`src/rtl/core/nms_pkg.sv`:
```
// ----------------------------------------------------------------------------
// nms_pkg
// Shared constants, types and stage structs of the 3x3 neighbor mean smoother.
// ----------------------------------------------------------------------------
`default_nettype none

package nms_pkg;

   // Largest grid side the line stores hold.
   localparam int MAX_SIDE  = 2048;
   localparam int COL_W     = $clog2(MAX_SIDE);
   // The side itself, 2..MAX_SIDE.
   localparam int SIDE_W    = $clog2(MAX_SIDE + 1);
   // Row count runs up to MAX_SIDE + 1 while the tail drains.
   localparam int ROW_W     = $clog2(MAX_SIDE + 2);
   localparam int SIDE_MIN  = 2;

   localparam int CFG_W     = 12;
   localparam int CFG_RESET = 400;

   localparam int H_W       = 20;
   localparam int NBR_N     = 8;
   localparam int SUM_W     = H_W + 3;
   localparam int CNT_W     = 4;

   // Reciprocals for exact division of values below 2**SUM_W by 3, 5 and 8.
   localparam int RECIP_SHIFT = SUM_W + 3;
   localparam int RECIP_W     = RECIP_SHIFT - 1;
   localparam logic [RECIP_W-1:0] RECIP_3 = RECIP_W'((2 ** RECIP_SHIFT + 2) / 3);
   localparam logic [RECIP_W-1:0] RECIP_5 = RECIP_W'((2 ** RECIP_SHIFT + 4) / 5);
   localparam logic [RECIP_W-1:0] RECIP_8 = RECIP_W'((2 ** RECIP_SHIFT) / 8);
   localparam int PROD_W      = SUM_W + RECIP_W;

   // Output queue; the depth must be a power of two.
   localparam int QDEPTH  = 16;
   localparam int QPTR_W  = $clog2(QDEPTH);
   localparam int QCNT_W  = $clog2(QDEPTH + 1);

   typedef logic signed [H_W-1:0] height_type;

   // One item entering the line stores.
   typedef struct packed {
      logic             valid;
      logic [COL_W-1:0] col;
      height_type       height;
      logic             col_zero;
      logic             left_ok;
      logic             right_ok;
      logic             top_ok;
      logic             bot_ok;
      logic             produce;
      logic             last;
   } ent_type;

   // Masked neighbors of one output point.
   typedef struct packed {
      logic                       valid;
      logic [NBR_N-1:0][H_W-1:0]  vals;
      logic [CNT_W-1:0]           cnt;
      logic                       last;
   } nbr_type;

   // One finished result.
   typedef struct packed {
      logic       valid;
      height_type height;
      logic       last;
   } res_type;

endpackage

`default_nettype wire

```
`src/rtl/core/nms_mean.sv`:
```
// ----------------------------------------------------------------------------
// nms_mean
// Sums the masked neighbors and divides by their count, rounded to nearest.
// ----------------------------------------------------------------------------
`default_nettype none

module nms_mean (
   input  logic             clock,
   input  logic             reset,
   input  nms_pkg::nbr_type nbr,
   output nms_pkg::res_type res
);
   import nms_pkg::*;

   typedef struct packed {
      logic             valid;
      logic [CNT_W-1:0] cnt;
      logic             last;
   } meta_type;

   meta_type                m3_ff, m4_ff, m5_ff, m6_ff;
   logic signed [SUM_W-1:0] pair_in [4];
   logic signed [SUM_W-1:0] pair_ff [4];
   logic signed [SUM_W-1:0] sum_in, sum_ff;
   logic [SUM_W-1:0]        mag_in, mag_ff;
   logic                    neg5_ff, neg6_ff;
   logic [RECIP_W-1:0]      recip;
   logic [PROD_W-1:0]       prod_in, prod_ff;
   logic [H_W-1:0]          quo;
   res_type                 res_ff;
   res_type                 res_in;

   always_comb begin
      for (int i = 0; i < 4; i++) begin
         pair_in[i] = SUM_W'($signed(nbr.vals[2*i])) + SUM_W'($signed(nbr.vals[2*i+1]));
      end
      sum_in = pair_ff[0] + pair_ff[1] + pair_ff[2] + pair_ff[3];

      // Magnitude plus half the count; the sign is put back after division,
      // which rounds ties away from zero.
      mag_in = (sum_ff[SUM_W-1] ? SUM_W'(-sum_ff) : SUM_W'(sum_ff))
               + SUM_W'(m4_ff.cnt >> 1);

      unique case (m5_ff.cnt)
         CNT_W'(3): recip = RECIP_3;
         CNT_W'(5): recip = RECIP_5;
         default:   recip = RECIP_8;
      endcase
      prod_in = PROD_W'(mag_ff) * PROD_W'(recip);

      quo           = prod_ff[RECIP_SHIFT +: H_W];
      res_in.valid  = m6_ff.valid;
      res_in.last   = m6_ff.last;
      res_in.height = neg6_ff ? -$signed(quo) : $signed(quo);
   end

   always_ff @(posedge clock) begin
      if (reset) begin
         m3_ff.valid  <= 1'b0;
         m4_ff.valid  <= 1'b0;
         m5_ff.valid  <= 1'b0;
         m6_ff.valid  <= 1'b0;
         res_ff.valid <= 1'b0;
      end else begin
         m3_ff.valid  <= nbr.valid;
         m4_ff.valid  <= m3_ff.valid;
         m5_ff.valid  <= m4_ff.valid;
         m6_ff.valid  <= m5_ff.valid;
         res_ff.valid <= res_in.valid;
      end
      m3_ff.cnt     <= nbr.cnt;
      m3_ff.last    <= nbr.last;
      m4_ff.cnt     <= m3_ff.cnt;
      m4_ff.last    <= m3_ff.last;
      m5_ff.cnt     <= m4_ff.cnt;
      m5_ff.last    <= m4_ff.last;
      m6_ff.cnt     <= m5_ff.cnt;
      m6_ff.last    <= m5_ff.last;
      for (int i = 0; i < 4; i++) begin
         pair_ff[i] <= pair_in[i];
      end
      sum_ff        <= sum_in;
      mag_ff        <= mag_in;
      neg5_ff       <= sum_ff[SUM_W-1];
      neg6_ff       <= neg5_ff;
      prod_ff       <= prod_in;
      res_ff.height <= res_in.height;
      res_ff.last   <= res_in.last;
   end

   assign res = res_ff;

endmodule

`default_nettype wire

```
`config.mk`:
```
export PLATFORM = sky130hd
export DESIGN_NAME = nms_mean
export DESIGN_NICKNAME = d
export VERILOG_FILES = /design/src/rtl/core/nms_pkg.sv /design/src/rtl/core/nms_mean.sv
export SDC_FILE = /design/constraint.sdc
export NUM_CORES = 1
export LEC_CHECK = 0
export BUFFER_PORTS_ARGS = -buffer_cell sky130_fd_sc_hd__buf_2
export CAP_MARGIN = 20
export CORE_ASPECT_RATIO = 0.7
export CORE_UTILIZATION = 55
export CTS_BUF_LIST = sky130_fd_sc_hd__clkbuf_8
export DETAILED_ROUTE_END_ITERATION = 8
export PLACE_DENSITY = 0.78
export SLEW_MARGIN = 5
export SYNTH_ARGS = -nofsm -noshare
export SYNTH_HDL_FRONTEND = slang
export SYNTH_SLANG_ARGS = --single-unit
```
`constraint.sdc`:
```
create_clock -name clock -period 6.8 [get_ports clock]
set_input_delay 0.68 -clock clock [delete_from_list [all_inputs] [get_ports clock]]
set_output_delay 0.68 -clock clock [all_outputs]
set_load 0.02 [all_outputs]
```
==> impl_metrics.env <==
export IMPL_outcome="finished, violations left"
export IMPL_violations="negative setup slack"
export IMPL_vias=15680
export IMPL_ioPinCount=190
export IMPL_core_area_mm2=0.03721
export IMPL_syn_nets=2901
export IMPL_final_max_slew_viol_count=0
export IMPL_finalHoldViolCount=0
export IMPL_synth_seq_cells=194
export IMPL_fin_tns_setup_ps=-6850
export IMPL_final_nets=3287
export IMPL_synth_avg_cell_area_um2=9.810
export IMPL_syn_cell_area_mm2=0.02084
export IMPL_crit_family="adder cells"
export IMPL_ctsHtreeMaxLevel=4
export IMPL_clkSinkCount=194
export IMPL_die_y_um=164.8
export IMPL_pwr_share_seq_pct=18.0
export IMPL_cpPeakStageDelay_ps=580
export IMPL_arrival_ps=7840
export IMPL_die_area_mm2=0.03868
export IMPL_vdd_drop_max_mv=0.5533
export IMPL_total_power_mw=10.73
export IMPL_numCtsBuffers=17
export IMPL_dp_hpwl_um=46600
export IMPL_cts_tree="done"
export IMPL_final_cells=3011
export IMPL_p_per_area_mw_per_mm2=433.8
export IMPL_port_buffers=189
export IMPL_antenna_found_initial=1
export IMPL_worst_path_most_repeated_cell="fa_1"
export IMPL_fin_crit_sh_pct=109.0
export IMPL_startpoint="m5_ff[2]$_DFF_P_"
export IMPL_p_leak_nw=12.85
export IMPL_clock_latency_ps=500
export IMPL_ys_warn_count=0
export IMPL_ant_nets=0
export IMPL_synth_most_common_cell="inv_1"
export IMPL_endpoint_kind="flip-flop"
export IMPL_netlist_instances=2124
export IMPL_grt_pass1_wl_um=83150
export IMPL_gp_congestion=0.9709
export IMPL_crit_path_top_delay_cell="fa_1"
export IMPL_tightest_slew_ps=748.7
export IMPL_synth_largest_area_cell="fa_1"
export IMPL_first_global_vias=16550
export IMPL_drc=0
export IMPL_utilization_pct=66.47
export IMPL_die_x_um=234.6
export IMPL_grt_max_degree=25
export IMPL_cts_root_buffer="clkbuf_8"
export IMPL_slew_headroom_pct=49.90
export IMPL_power_switching_mw=5.067
export IMPL_synthFlopType="dfxtp_1"
export IMPL_finalSetupViolCount=18
export IMPL_fillCellCount=2940
export IMPL_wl_per_cell_um=17.62
export IMPL_clock_power_share_pct=7.3
export IMPL_clock_fmax_mhz=134.9
export IMPL_hp_class="in2reg"
export IMPL_layout_drive_gt1_share_pct=21.68
export IMPL_required_ps=7220
export IMPL_area_delta_synth_final_pct=18.69
export IMPL_p_sw_share_pct=47.22
export IMPL_internal_power_mw=5.662
export IMPL_viasPerCell=5.206
export IMPL_start_kind="flip-flop"
export IMPL_synth_edf_count=0
export IMPL_crit_type="reg2reg"
export IMPL_r2r_start="m5_ff[2]$_DFF_P_"
export IMPL_crit_path_max_fanout=4
export IMPL_overflow=0
export IMPL_maxCapViolCount=0
export IMPL_path_clk_slew_ps=110
export IMPL_worst_slack_ps=-613.1
export IMPL_cts_max_path_buffers=2
export IMPL_rsz0062_at_grt="true"
export IMPL_netlist_top_cells_count="inv_1, fa_1, ha_1"
export IMPL_period_minus_slack_ps=7413
export IMPL_combinationalPowerShare_pct=74.7
export IMPL_num_rows=59
export IMPL_antenna_cells=0
export IMPL_synth_distinct_cells=64
export IMPL_synth_top_area_share_pct=29.78
export IMPL_first_iter_violations=943
export IMPL_ys_seq_area_share_pct=18.64
export IMPL_initial_core_util_pct=56.00
export IMPL_placed_cells=2952
export IMPL_hold_worst_slack_ps=279.4
export IMPL_worst_path_buf_inv=8
export IMPL_wl_um=53050
export IMPL_track_usage_pct=28.08
export IMPL_ys_async_sr_fraction_pct=0
export IMPL_cts_hold_buf=0
export IMPL_finClkSkew_ps=24.45
export IMPL_hold_start="nbr[3]"
export IMPL_dr_pass1_iters=6
export IMPL_synth_area_leaders="fa_1, dfxtp_1, ha_1"
[metal layers]
metal / GRT usage, % / routed length [um] / share of wire, %
met3: 6.385 / 3440 / 6.5
met1: 37.55 / 24520 / 46
met2: 47.56 / 24570 / 46
met4: 4.426 / 511 / 0.96
met5: 0 / 14 / 0.026
[layout make-up]
| class | count | area, um2 | share of cell area, % |
|---|---|---|---|
| Tap cell | 488 | 610.6 | 2.469 |
| Timing Repair Buffer | 385 | 2484 | 10.04 |
| Clock buffer | 17 | 234.0 | 0.9461 |
| Sequential cell | 194 | 3891 | 15.73 |
| Multi-Input combinational cell | 1455 | 15600 | 63.06 |
| Clock inverter | 15 | 201.4 | 0.8145 |
| Inverter | 457 | 1715 | 6.936 |
[placed cells by master, fill, tap and decap left out, types with 9 or more instances in the layout]
| master | netlist | final |
|---|---|---|
| inv_1 | 457 | 434 |
| nand3_1 | 23 | 23 |
| a21oi_1 | 83 | 77 |
| and2_1 | 38 | 28 |
| o21a_1 | 30 | 29 |
| buf_6 | 1 | 9 |
| buf_4 | 0 | 184 |
| fa_2 | 0 | 18 |
| ha_1 | 299 | 285 |
| fa_1 | 310 | 292 |
| nand2_1 | 90 | 82 |
| xor2_1 | 31 | 31 |
| xnor2_1 | 126 | 126 |
| dfxtp_1 | 194 | 190 |
| a31oi_1 | 12 | 12 |
| ha_4 | 0 | 13 |
| o21ai_0 | 69 | 61 |
| and2_4 | 0 | 9 |
| o31ai_1 | 12 | 12 |
| a21o_1 | 20 | 20 |
| clkbuf_8 | 0 | 17 |
| nor2_1 | 108 | 101 |
| nor3_1 | 29 | 27 |
| nor2b_1 | 25 | 25 |
| nand2b_1 | 16 | 14 |
| inv_2 | 0 | 23 |
| buf_2 | 2 | 189 |
[stage by stage]
stage | instance area, um2 | worst slack [ps]
finish | 24730 | -613.1
global route | 24730 | -838.7
CTS | 24540 | -394.8
detailed placement | 23650 | -697.3
global placement | 23650 | -465.5
floorplan | 20890 | 0.4707
[flip-flops by register name, indices dropped and copies added (netlist names)]
| name | count |
|---|---|
| prod_ff | 20 |
| mag_ff | 23 |
| sum_ff | 23 |
| m6_ff | 2 |
| neg6_ff | 1 |
| m4_ff | 6 |
| m5_ff | 6 |
| res | 22 |
| neg5_ff | 1 |
| pair_ff | 84 |
| m3_ff | 6 |
[timing repair]
action / CTS / global route
cloned: 0 / 1
pin swaps: 51 / 19
resized for setup: 87 / 37
hold endpoints to repair: 0 / 0
endpoints found under the setup margin: 17 / 20
setup buffers: 20 / 7
[worst reg2reg max path, delay by kind of cell, from the launching register on]
family | cells | cell delay (ps)
fa+ha+maj | 8 | 3840
compound gates | 8 | 1470
xor+xnor | 1 | 120
flops | 1 | 370
buf+inv | 8 | 830
simple gates | 4 | 710
[power by group through the flow]
stage	Clock (mW)	Sequential [mW]	Combinational, mW
after global routing	0.852	1.99	8.97
after detailed placement	0	1.95	7.23
after global placement	0	1.93	6.96
final	0.781	1.94	8.01
after CTS	0.809	1.93	7.66
after floorplan	0	1.93	5.22
[kinds of logic after synthesis]
family	share of synthesized area [%]
buf+inv	8.605
compound gates	9.254
fa+ha+maj	47.74
simple gates	9.031
other cells	0.03604
flops	18.64
mux	0.09608
xor+xnor	6.599
[final timing paths]
check | slack, ps | end | depth (start not counted)
max reg2reg | -610 | prod_ff[41]$_DFF_P_ | 29
min | 280 | m3_ff[3]$_DFF_P_ | 1
min reg2reg | 330 | neg6_ff$_DFF_P_ | 0
max | -610 | prod_ff[41]$_DFF_P_ | 29
Power figures use the tool's default switching activity.
