===== src/rtl/core/nms_pkg.sv =====
// ----------------------------------------------------------------------------
// nms_pkg
// Shared constants, types and stage structs of the 3x3 neighbor mean smoother.
// ----------------------------------------------------------------------------
`default_nettype none

package nms_pkg;

   // Largest grid side the line stores hold.
   localparam int MAX_SIDE  = 2048;
   localparam int COL_W     = $clog2(MAX_SIDE);
   // The side itself, 2..MAX_SIDE.
   localparam int SIDE_W    = $clog2(MAX_SIDE + 1);
   // Row count runs up to MAX_SIDE + 1 while the tail drains.
   localparam int ROW_W     = $clog2(MAX_SIDE + 2);
   localparam int SIDE_MIN  = 2;

   localparam int CFG_W     = 12;
   localparam int CFG_RESET = 400;

   localparam int H_W       = 20;
   localparam int NBR_N     = 8;
   localparam int SUM_W     = H_W + 3;
   localparam int CNT_W     = 4;

   // Reciprocals for exact division of values below 2**SUM_W by 3, 5 and 8.
   localparam int RECIP_SHIFT = SUM_W + 3;
   localparam int RECIP_W     = RECIP_SHIFT - 1;
   localparam logic [RECIP_W-1:0] RECIP_3 = RECIP_W'((2 ** RECIP_SHIFT + 2) / 3);
   localparam logic [RECIP_W-1:0] RECIP_5 = RECIP_W'((2 ** RECIP_SHIFT + 4) / 5);
   localparam logic [RECIP_W-1:0] RECIP_8 = RECIP_W'((2 ** RECIP_SHIFT) / 8);
   localparam int PROD_W      = SUM_W + RECIP_W;

   // Output queue; the depth must be a power of two.
   localparam int QDEPTH  = 16;
   localparam int QPTR_W  = $clog2(QDEPTH);
   localparam int QCNT_W  = $clog2(QDEPTH + 1);

   typedef logic signed [H_W-1:0] height_type;

   // One item entering the line stores.
   typedef struct packed {
      logic             valid;
      logic [COL_W-1:0] col;
      height_type       height;
      logic             col_zero;
      logic             left_ok;
      logic             right_ok;
      logic             top_ok;
      logic             bot_ok;
      logic             produce;
      logic             last;
   } ent_type;

   // Masked neighbors of one output point.
   typedef struct packed {
      logic                       valid;
      logic [NBR_N-1:0][H_W-1:0]  vals;
      logic [CNT_W-1:0]           cnt;
      logic                       last;
   } nbr_type;

   // One finished result.
   typedef struct packed {
      logic       valid;
      height_type height;
      logic       last;
   } res_type;

endpackage

`default_nettype wire


===== src/rtl/core/nms_ifs.sv =====
// ----------------------------------------------------------------------------
// nms_ifs
// Valid/ready channel interfaces of the smoother: samples, results, config.
// ----------------------------------------------------------------------------
`default_nettype none


interface nms_rsp_if;
   import nms_pkg::*;
   logic             valid;
   logic             ready;
   logic [H_W-1:0]   height_out;
   logic             last;
   modport source (output valid, height_out, last, input ready);
   modport sink   (input valid, height_out, last, output ready);
endinterface


`default_nettype wire


===== src/rtl/core/nms_outq.sv =====
// ----------------------------------------------------------------------------
// nms_outq
// Result queue that decouples the filter pipeline from the result channel.
// ----------------------------------------------------------------------------
`default_nettype none

module nms_outq (
   input  logic             clock,
   input  logic             reset,
   input  nms_pkg::res_type push,
   nms_rsp_if.source        rsp
);
   import nms_pkg::*;

   typedef struct packed {
      height_type height;
      logic       last;
   } qent_type;

   qent_type [QDEPTH-1:0] mem_ff;
   logic [QPTR_W-1:0]     wr_ptr_ff, wr_ptr_in;
   logic [QPTR_W-1:0]     rd_ptr_ff, rd_ptr_in;
   logic [QCNT_W-1:0]     cnt_ff, cnt_in;
   logic                  pop;

   assign rsp.valid      = (cnt_ff != '0);
   assign rsp.height_out = mem_ff[rd_ptr_ff].height;
   assign rsp.last       = mem_ff[rd_ptr_ff].last;
   assign pop            = rsp.valid && rsp.ready;

   // No overflow check: the top level only takes an item while a slot is free.
   always_comb begin
      wr_ptr_in = push.valid ? QPTR_W'(wr_ptr_ff + 1'b1) : wr_ptr_ff;
      rd_ptr_in = pop ? QPTR_W'(rd_ptr_ff + 1'b1) : rd_ptr_ff;
      cnt_in    = cnt_ff + QCNT_W'(push.valid) - QCNT_W'(pop);
   end

   always_ff @(posedge clock) begin
      if (reset) begin
         wr_ptr_ff <= '0;
         rd_ptr_ff <= '0;
         cnt_ff    <= '0;
      end else begin
         wr_ptr_ff <= wr_ptr_in;
         rd_ptr_ff <= rd_ptr_in;
         cnt_ff    <= cnt_in;
      end
      if (push.valid) begin
         mem_ff[wr_ptr_ff].height <= push.height;
         mem_ff[wr_ptr_ff].last   <= push.last;
      end
   end

endmodule

`default_nettype wire


===== src/flat_wrapper.sv =====
// flat-port wrapper written by rule: the top's interface ports become plain ports
module nms_outq_flat import nms_pkg::*;
  (clock, reset, push, rsp_valid, rsp_height_out, rsp_last, rsp_ready);
  nms_rsp_if rsp_i ();
  input  logic clock;
  input  logic reset;
  input  nms_pkg::res_type push;
  output wire logic [$bits(rsp_i.valid)-1:0] rsp_valid;
  output wire logic [$bits(rsp_i.height_out)-1:0] rsp_height_out;
  output wire logic [$bits(rsp_i.last)-1:0] rsp_last;
  input wire logic [$bits(rsp_i.ready)-1:0] rsp_ready;
  assign rsp_valid = rsp_i.valid;
  assign rsp_height_out = rsp_i.height_out;
  assign rsp_last = rsp_i.last;
  assign rsp_i.ready = rsp_ready;
  nms_outq u_core (.clock(clock), .reset(reset), .push(push), .rsp(rsp_i));
endmodule

===== config.mk =====
export PLATFORM = sky130hd
export DESIGN_NAME = nms_outq_flat
export DESIGN_NICKNAME = d
export VERILOG_FILES = /design/src/rtl/core/nms_pkg.sv /design/src/rtl/core/nms_ifs.sv /design/src/rtl/core/nms_outq.sv /design/src/flat_wrapper.sv
export SDC_FILE = /design/constraint.sdc
export NUM_CORES = 1
export LEC_CHECK = 0
export ABC_AREA = 1
export BUFFER_PORTS_ARGS = -buffer_cell sky130_fd_sc_hd__clkbuf_2
export CORE_UTILIZATION = 50
export CTS_CLUSTER_DIAMETER = 30
export CTS_CLUSTER_SIZE = 14
export DETAILED_ROUTE_END_ITERATION = 8
export GPL_TIMING_DRIVEN = 0
export PLACE_DENSITY = 0.68
export SLEW_MARGIN = 30
export SYNTH_ARGS = -nofsm -noshare
export SYNTH_HDL_FRONTEND = slang
export SYNTH_SLANG_ARGS = --single-unit

===== constraint.sdc =====
create_clock -name clock -period 2.63 [get_ports clock]
set_input_delay 0.3945 -clock clock [delete_from_list [all_inputs] [get_ports clock]]
set_output_delay 0.3945 -clock clock [all_outputs]
set_load 0.005 [all_outputs]

==> flow_summary.yaml, run 1 <==
cells_and_area:
  final_util: 0.645
  nets: 1650
  num_antenna_cells: 0
  area_delta_synth_final_pct: 25.5
  drive_gt1_frac: 0.174
  final_common_cell: "nand2_1"
  layout_common_cells: "nand2_1, edfxtp_1, inv_1, nor2_1, nand3_1"
power_and_ir_drop:
  leakage_nw: 7.84
  peakVddDrop_uv: 608
  powerDensity_nw_per_um2: 978
  power.total_mw: 18.3
critical_path:
  reg2reg_from: "u_core.cnt_ff[3]$_SDFF_PP0_"
  worstSetupPathType: "register to primary output"
  crit_required_ns: 2.24
  crit_fanout: 10
  cp-end-kind: "primary output"
  cp-start-kind: "register"
  worstPathArrival_ns: 2.17
  cp-startpoint: "u_core.rd_ptr_ff[0]$_SDFFE_PP0P_"
cts:
  ctsRootBufferMaster: "clkbuf_16"
  clock_path_buffers: 3
  cts_num_sinks: 349
  htreeDepth: 3
  insertion_delay_ns: 0.58
  clk_transition_reported_paths_ns: 0.05
  cts_buffers: 78
  cts_tree: "built"
timing:
  tns_ns: 0
  fmax_ghz: 0.391
  final-setup-viol-count: 0
  worstMarginPinSlew_ns: 0.784
  min_period_over_period: 0.973
  fin_ws_ns: 0.0702
  rsz0062_at_grt: "true"
  drv_slew: 0
  relSlewSlack: 0.475
  min_period_ns: 2.56
  hold_viol: 0
  fin_skew_ns: 0.0188
route:
  ant_nets: 0
  wirelength_mm: 39.2
  drtIter0Drc: 992
  drc_errors: 0
  firstDrtPassIters: 6
  dr_total_vias: 10700
  viasPerCell: 5.19
  wire_per_inst_um: 19.0
global_route:
  overflow: 0
  grt_usage: 0.265
  antenna_found_initial: 0
  grt_max_degree: 17
  first_global_vias: 10800
  grt_pass1_wl_mm: 60.4
min_path:
  hp-class: "input port to register"
  hold_start: "reset"
die:
  coreArea_um2: 29100
  die_w_um: 175
  rows: 62
  die_area_um2: 30600
  start_util: 0.514
  ios: 47
  die_h_um: 175
synth:
  yosysWarnings: 0
  syn_area_um2: 14900
  syn_nets: 1487
  synthCells: 1450
  synth_cell_type_count: 21
  synth-seq-cells: 349
  syn_avg_cell_area_um2: 10.3
  ys_seq_area_frac: 0.693
run:
  cap_violations: 0
placed_design:
  io_buffer_count: 46
  place_ws_ns: 0.0131
  post-dp-hpwl_mm: 25.0
  gp_congestion: 0.872
run_status:
  outcome: "completed"
## sequential cells by signal, summed over array words and instances, names as in the netlist
name,count
u_core.cnt_ff,5
u_core.mem_ff,336
u_core.rd_ptr_ff,4
u_core.wr_ptr_ff,4
## metal layers
layer | share of wire | GRT usage
met5 | 0 | 0
met4 | 0.042 | 0.130
met3 | 0.089 | 0.0509
met2 | 0.48 | 0.442
met1 | 0.39 | 0.332
## final cells by class
class,count,area (µm²)
Timing Repair Buffer,83,592
Multi-Input combinational cell,883,3750
Buffer,64,438
Clock inverter,57,524
Clock buffer,88,2030
Sequential cell,349,10400
Inverter,154,584
Fill cell,2150,10300
Tap cell,384,480
## critical path, stage by stage, from the launching register on
cell and delay (ns):
dfxtp_1 0.36, buf_6 0.16, buf_6 0.15, buf_2 0.27, nand2_1 0.09, nand3_1 0.08
nand3_1 0.10, nand2_1 0.19, nand2_1 0.09, clkbuf_2 0.12
## cells in the mapped netlist
cell type / number / area [µm²]
clkbuf_1: 11 / 41.3
dfxtp_1: 13 / 260
buf_1: 3 / 11.3
o21ai_0: 4 / 20.0
nor2_4: 1 / 11.3
a21oi_1: 8 / 40.0
clkinv_1: 1 / 3.75
nor3_1: 25 / 125
buf_4: 17 / 128
ha_1: 11 / 138
nand2_1: 552 / 2070
buf_2: 30 / 150
buf_6: 3 / 33.8
inv_2: 2 / 7.51
edfxtp_1: 336 / 10100
nor2_1: 149 / 559
inv_4: 1 / 6.26
inv_1: 150 / 563
nand3_1: 131 / 656
fa_1: 1 / 20.0
xor2_1: 1 / 8.76
## through the flow
step | cells | hold WS (ns) | area, µm²
floorplan | 1450 | 0.464 | 14900
global placement | 1880 | 0.521 | 15700
detailed placement | 1916 | 0.529 | 16100
CTS | 2061 | 0.0749 | 18700
global route | 2062 | 0.0814 | 18800
finish | 2062 | 0.0785 | 18800
## path summary, 6_finish.rpt
kind | endpoint | slack [ns] | cells past startpoint
max | rsp_height_out[11] | 0.07 | 9
min | u_core.rd_ptr_ff[2]$_SDFFE_PP0P_ | 0.08 | 2
max reg2reg | u_core.cnt_ff[4]$_SDFF_PP0_ | 0.21 | 17
min reg2reg | u_core.rd_ptr_ff[2]$_SDFFE_PP0P_ | 0.51 | 2
## where the power goes
part / total [mW] / internal [mW] / leakage [nW] / switching, mW
Combinational: 2.84 / 0.913 / 3.48 / 1.93
Sequential: 6.27 / 6.22 / 3.15 / 0.0470
Clock: 9.23 / 6.08 / 1.22 / 3.15
## what timing repair did
item                       4_1_cts  5_1_grt
setup buffers                    0        1
setup endpoints to repair       19       18
cloned                           0        0
hold endpoints to repair         0        0
gates resized for setup         12       30
pin swaps                        0        1
hold buffers                     0        0
## cell families (layout without fill, tap and decap cells)
logic type               Yosys count  after routing  share of synthesized area
AO/OA/AOI/OAI                     12             12                    0.00402
flip-flops                       349            349                      0.693
adder cells (fa/ha/maj)           12             12                     0.0105
AND/OR/NAND/NOR                  858            858                      0.229
XOR/XNOR                           1              1                   0.000586
buffers and inverters            218            446                     0.0632
No activity file was read; power rests on OpenSTA's default activity.
==> run 2, diff against run 1 <==
--- a/config.mk
+++ b/config.mk
@@ -7,12 +7,14 @@
 export LEC_CHECK = 0
 export ABC_AREA = 1
 export BUFFER_PORTS_ARGS = -buffer_cell sky130_fd_sc_hd__clkbuf_2
-export CORE_UTILIZATION = 50
+export CORE_UTILIZATION = 53
+export CTS_BUF_LIST = sky130_fd_sc_hd__clkbuf_8
 export CTS_CLUSTER_DIAMETER = 30
 export CTS_CLUSTER_SIZE = 14
 export DETAILED_ROUTE_END_ITERATION = 8
 export GPL_TIMING_DRIVEN = 0
-export PLACE_DENSITY = 0.68
+export PLACE_DENSITY = 0.71
+export SKIP_LAST_GASP = 1
 export SLEW_MARGIN = 30
 export SYNTH_ARGS = -nofsm -noshare
 export SYNTH_HDL_FRONTEND = slang
==> flow_summary.yaml, run 2 (synthesized netlist as in run 1, its figures left out) <==
placed_design:
  io_buffer_count: 46
  gp_congestion: 0.873
  place_ws_ns: 0.0494
  post-dp-hpwl_mm: 24.8
global_route:
  first_global_vias: 10200
  grt_max_degree: 19
  busiest_layer: "met2"
  grt_usage: 0.265
  grt_util_met2: 0.430
  overflow: 0
  antenna_found_initial: 0
  use_met3: 0.0456
  met1_usage: 0.338
  grt_pass1_wl_mm: 55.9
cells_and_area:
  nets: 1642
  area_delta_synth_final_pct: 17.6
  largestRegisters: "u_core.mem_ff x336, u_core.cnt_ff x5"
  regMostFlops: "u_core.mem_ff"
  largest_register_ffs: 336
  final_common_cell: "nand2_1"
  layout_common_cells: "nand2_1, edfxtp_1, inv_1, nor2_1, nand3_1"
  drive_gt1_frac: 0.164
  final_util: 0.632
  num_antenna_cells: 0
cts:
  clk_transition_reported_paths_ns: 0.05
  cts_buffers: 68
  ctsRootBufferMaster: "clkbuf_8"
  insertion_delay_ns: 0.58
  postCtsHoldBufs: 0
  cts_tree: "built"
  htreeDepth: 3
  cts_num_sinks: 349
  clock_path_buffers: 3
min_path:
  hold_start: "reset"
  hp-class: "input port to register"
  hold-path-cell-count: 2
critical_path:
  crit_required_ns: 2.24
  cpMostUsedCell: "nand2_1"
  path_cells: "buf_4, buf_6, buf_2, nand2_1, nand3_1, nand3_1, nand2_1, nand2_1, clkbuf_2"
  reg2reg_depth: 17
  path_delay_family: "buffers and inverters"
  r2r_slack_ns: 0.18
  slowest_delay_ns: 0.33
  cp_num_buf_inv: 4
  slowest_stage: "dfxtp_1"
  worstSetupPathType: "register to primary output"
  cp-start-kind: "register"
  cp-startpoint: "u_core.rd_ptr_ff[0]$_SDFFE_PP0P_"
  worstPathArrival_ns: 2.15
  reg2reg_from: "u_core.cnt_ff[3]$_SDFF_PP0_"
  crit_cells: 9
  rr_endpoint: "u_core.cnt_ff[4]$_SDFF_PP0_"
  cp-end-kind: "primary output"
  endpoint: "rsp_height_out[19]"
  crit_fanout: 10
timing:
  min_period_over_period: 0.969
  drv_slew: 0
  fin_ws_ns: 0.0817
  min_period_ns: 2.55
  fin_skew_ns: 0.0195
  worstMarginPinSlew_ns: 0.662
  fmax_ghz: 0.392
  hold_viol: 0
  final-setup-viol-count: 0
  holdWs_ns: 0.0558
  relSlewSlack: 0.556
  rsz0062_at_grt: "true"
die:
  die_area_um2: 28900
  start_util: 0.538
  die_w_um: 170
  die_h_um: 170
  coreArea_um2: 27800
  rows: 61
  ios: 47
route:
  drtIter0Drc: 1017
  wirelength_mm: 36.8
  ant_nets: 0
  dr_total_vias: 10500
  wire_per_inst_um: 18.1
  firstDrtPassIters: 5
  drc_errors: 0
  viasPerCell: 5.14
run_status:
  outcome: "completed"
power_and_ir_drop:
  peakVddDrop_uv: 781
  leakage_nw: 7.37
  powerDensity_nw_per_um2: 828
run:
  cap_violations: 0
==> run 2: cell count changes in the layout (fill, tap and decap cells not counted), sizes merged <==
cell      change
clkbuf       -14
clkinv       -14
inv          +11
clkinvlp      -4
buf           -1
bufinv        +1
==> run 2: layer usage <==
metal	share of wire	up-vias
met5	0	-
met4	0.048	0
met3	0.087	109
met2	0.47	484
met1	0.40	4839
li1	-	5032
==> run 2: layout make-up <==
type / instances / area (µm²)
buffer: 64 / 422
clock buffer: 71 / 977
clock inverter: 51 / 425
fill: 2248 / 10200
inverter: 154 / 584
multi-input combinational: 883 / 3750
sequential: 349 / 10300
tap: 378 / 473
timing repair buffer: 85 / 586
==> run 2: power breakdown <==
group	internal [mW]	switching (mW)	leakage (nW)	total [mW]
registers	6.20	0.0428	3.15	6.25
logic	0.913	1.87	3.47	2.79
clock network	3.15	2.36	0.749	5.51
==> run 2: how the worst min path moves through the flow <==
| stage | to | slack, ns |
|---|---|---|
| 3_3_place_gp | u_core.rd_ptr_ff[2]$_SDFFE_PP0P_ | 0.52 |
| 6_report | u_core.cnt_ff[0]$_SDFF_PP0_ | 0.06 |
| 2_1_floorplan | u_core.rd_ptr_ff[2]$_SDFFE_PP0P_ | 0.46 |
| 4_1_cts | u_core.cnt_ff[0]$_SDFF_PP0_ | 0.05 |
| 3_5_place_dp | u_core.rd_ptr_ff[2]$_SDFFE_PP0P_ | 0.54 |
| 5_1_grt | u_core.rd_ptr_ff[3]$_SDFFE_PP0P_ | 0.06 |
==> run 2: repair_timing <==
action,4_1_cts,5_1_grt
endpoints found under the setup margin,15,21
pin swaps,0,3
resized for setup,4,31
buffers inserted,0,2
==> run 2: through the flow <==
stage | instance area [µm²] | power, mW | setup TNS, ns | std cells
5_1_grt | 17600 | 15.2 | -0.0795 | 2035
3_5_place_dp | 16100 | 9.04 | 0 | 1911
6_report | 17600 | 14.5 | 0 | 2035
2_1_floorplan | 14900 | 8.02 | 0 | 1450
4_1_cts | 17500 | 14.5 | 0 | 2033
3_3_place_gp | 15600 | 8.94 | -343.70 | 1874
==> run 2: worst reg2reg max path: cells and delay by family (launching register included) <==
family                     cells  cell delay, ns
adders and majority gates      4            1.01
AOI/OAI and AO/OA              1            0.13
and+or+nand+nor                8            0.63
DFF                            1            0.31
buffers and inverters          4            0.25
==> run 3, diff against run 2 <==
--- a/config.mk
+++ b/config.mk
@@ -5,7 +5,7 @@
 export SDC_FILE = /design/constraint.sdc
 export NUM_CORES = 1
 export LEC_CHECK = 0
-export ABC_AREA = 1
+export ABC_AREA = 0
 export BUFFER_PORTS_ARGS = -buffer_cell sky130_fd_sc_hd__clkbuf_2
 export CORE_UTILIZATION = 53
 export CTS_BUF_LIST = sky130_fd_sc_hd__clkbuf_8
==> flow_summary.yaml, run 3 <==
run:
  cap_violations: 0
route:
  ant_nets: 0
  drtIter0Drc: 767
  drc_errors: 0
  dr_total_vias: 7611
  viasPerCell: 6.20
  wire_per_inst_um: 26.8
  wirelength_mm: 32.9
  firstDrtPassIters: 5
timing:
  fin_skew_ns: 0.0294
  holdWs_ns: 0.0658
  fmax_ghz: 0.355
  min_period_over_period: 1.07
  worstMarginPinSlew_ns: 0.720
  fin_ws_ns: -0.185
  drv_slew: 0
  hold_viol: 0
  final-setup-viol-count: 13
  relSlewSlack: 0.520
  rsz0062_at_grt: "true"
  min_period_ns: 2.81
synth:
  synth_area_leader_cell: "edfxtp_1"
  synth_cell_type_count: 31
  yosys-top-cells-count: "edfxtp_1, mux2i_1, mux4_2, nor2_1, a221oi_1"
  syn_nets: 762
  synth_area_leaders: "edfxtp_1, mux4_2, mux2i_1"
  yosysWarnings: 0
  ys_async_sr_fraction: 0
  synthFlopType: "edfxtp_1"
  synth_edf_count: 336
  yosysMostFrequentCell: "edfxtp_1"
  synth_top_area_share: 0.735
  synthCells: 725
  syn_area_um2: 13700
  syn_avg_cell_area_um2: 18.9
  ys_seq_area_frac: 0.754
  synth-seq-cells: 349
run_status:
  violations: "setup timing"
  outcome: "complete, but fails checks"
cts:
  clock_path_buffers: 3
  insertion_delay_ns: 0.59
  clk_transition_reported_paths_ns: 0.07
  ctsRootBufferMaster: "clkbuf_8"
  postCtsHoldBufs: 0
  cts_tree: "built"
  cts_buffers: 54
  cts_num_sinks: 349
  htreeDepth: 2
global_route:
  first_global_vias: 7926
  grt_pass1_wl_mm: 47.3
  grt_usage: 0.250
  grt_max_degree: 18
  antenna_found_initial: 0
  overflow: 0
die:
  ios: 47
  die_w_um: 163
  die_area_um2: 26500
  rows: 58
  die_h_um: 163
  start_util: 0.543
  coreArea_um2: 25300
cells_and_area:
  num_antenna_cells: 0
  regMostFlops: "u_core.mem_ff"
  multi_input_area_um2: 3920
  nets: 894
  area_delta_synth_final_pct: 25.6
  layout.area.seq_um2: 10400
  fillers: 1506
  final_common_cell: "edfxtp_1"
  drive_gt1_frac: 0.393
  largest_register_ffs: 336
  largestRegisters: "u_core.mem_ff x336, u_core.cnt_ff x5"
  layout_common_cells: "edfxtp_1, mux2i_1, clkbuf_8, clkbuf_2, mux4_2"
power_and_ir_drop:
  switchingPower_mw: 3.99
  clkPwrFrac: 0.328
  power.internal_mw: 10.7
  leakage_nw: 5.67
  combPwrFrac: 0.243
  power_frac_seq: 0.429
  peakVddDrop_uv: 542
  powerDensity_nw_per_um2: 850
  p_sw_frac: 0.273
critical_path:
  cp-start-kind: "register"
  worstSetupPathType: "register to register"
  slowest_delay_ns: 0.52
  reg2reg_depth: 13
  path_cells: "inv_2, ha_4, or4b_4, nand2_8, inv_4, ha_4, inv_2, ha_4, fa_2, a21oi_2, nor2_1, or3_1, a21oi_2"
  cpMostUsedCell: "ha_4"
  cp-end-kind: "register"
  slowest_stage: "or4b_4"
  rr_endpoint: "u_core.cnt_ff[4]$_SDFF_PP0_"
  worstPathArrival_ns: 3.32
  r2r_slack_ns: -0.18
  crit_fanout: 2
  reg2reg_from: "u_core.cnt_ff[2]$_SDFF_PP0_"
  crit_required_ns: 3.14
min_path:
  hp-class: "input port to register"
  hold_start: "reset"
  hold-path-cell-count: 2
  whs_endpoint: "u_core.cnt_ff[1]$_SDFF_PP0_"
placed_design:
  io_buffer_count: 46
  gp_congestion: 0.855
  post-dp-hpwl_mm: 19.2
  place_ws_ns: -0.343
## run 3: cell count changes after synthesis, sizes merged, moves of 7 or more
cell    change
o21ai      +18
a22oi      +21
a221oi     +42
nor3       -25
nor2      -108
buf        -30
mux2i      +85
nand3     -129
clkbuf      +7
mux4       +42
nand2     -520
inv       -143
## run 3: repair_timing
action | in CTS | in global routing
gates resized for setup | 143 | 74
buffers inserted | 8 | 4
pin swaps | 22 | 44
cloned | 5 | 2
setup endpoints to repair | 22 | 22
## run 3: routing by layer
layer / vias to the layer above / share of wire / GRT usage
li1: 3238 / - / -
met1: 3935 / 0.40 / 0.335
met2: 375 / 0.50 / 0.412
met3: 63 / 0.071 / 0.0438
met4: 0 / 0.027 / 0.0892
met5: - / 0 / 0
## run 3: worst max-delay path, delay by kind of cell (launching register included)
family,cells,cell delay (ns)
DFF,1,0.33
adders and majority gates,4,0.89
buffers and inverters,3,0.16
and+or+nand+nor,4,1.06
AOI/OAI and AO/OA,2,0.29
## run 3: power by group through the flow
stage / clock (mW) / combinational [mW] / sequential (mW)
final: 4.81 / 3.56 / 6.28
after global routing: 5.10 / 3.74 / 6.28
after CTS: 4.84 / 3.27 / 6.27
after detailed placement: 0 / 2.56 / 6.37
after global placement: 0 / 2.42 / 6.36
after floorplan: 0 / 1.79 / 6.36
## run 3: final cells by class
cell class,count,share of cell area
tap,330,0.0239
clock inverter,42,0.0236
multi-input combinational,325,0.227
inverter,10,0.00232
timing repair buffer,79,0.0509
sequential,349,0.601
buffer,38,0.0274
clock buffer,55,0.0439
## run 3: logic make-up (layout without fill, tap and decap cells)
kind of cell / after synthesis / count (layout) / synth area share
AOI/OAI and AO/OA: 90 / 90 / 0.0492
and+or+nand+nor: 87 / 87 / 0.0263
buffers and inverters: 51 / 224 / 0.0222
xor gates and xnor gates: 9 / 9 / 0.00574
DFF: 349 / 349 / 0.754
adders and majority gates: 12 / 12 / 0.0115
muxes: 127 / 127 / 0.131
## run 3: through the flow
stage	util	TNS, ns	instances	cell area [µm²]	power [mW]
detailed placement	0.591	-0.343	1117	14900	8.93
CTS	0.671	-0.704	1226	17000	14.4
finish	0.683	-0.469	1228	17200	14.6
floorplan	-	-0.0110	725	13700	8.15
global route	0.683	-1.87	1228	17200	15.1
global placement	0.569	-186.15	1101	14400	8.78
## run 3: worst max path at each step
stage	start	end	slack, ns
final	u_core.cnt_ff[2]$_SDFF_PP0_	u_core.cnt_ff[4]$_SDFF_PP0_	-0.18
after global placement	push[21]	u_core.mem_ff[239]$_DFFE_PP_	-0.75
after floorplan	u_core.cnt_ff[3]$_SDFF_PP0_	u_core.cnt_ff[4]$_SDFF_PP0_	-0.01
after detailed placement	u_core.cnt_ff[3]$_SDFF_PP0_	u_core.cnt_ff[4]$_SDFF_PP0_	-0.34
after global routing	u_core.cnt_ff[2]$_SDFF_PP0_	u_core.cnt_ff[4]$_SDFF_PP0_	-0.25
after CTS	u_core.cnt_ff[3]$_SDFF_PP0_	u_core.cnt_ff[4]$_SDFF_PP0_	-0.27
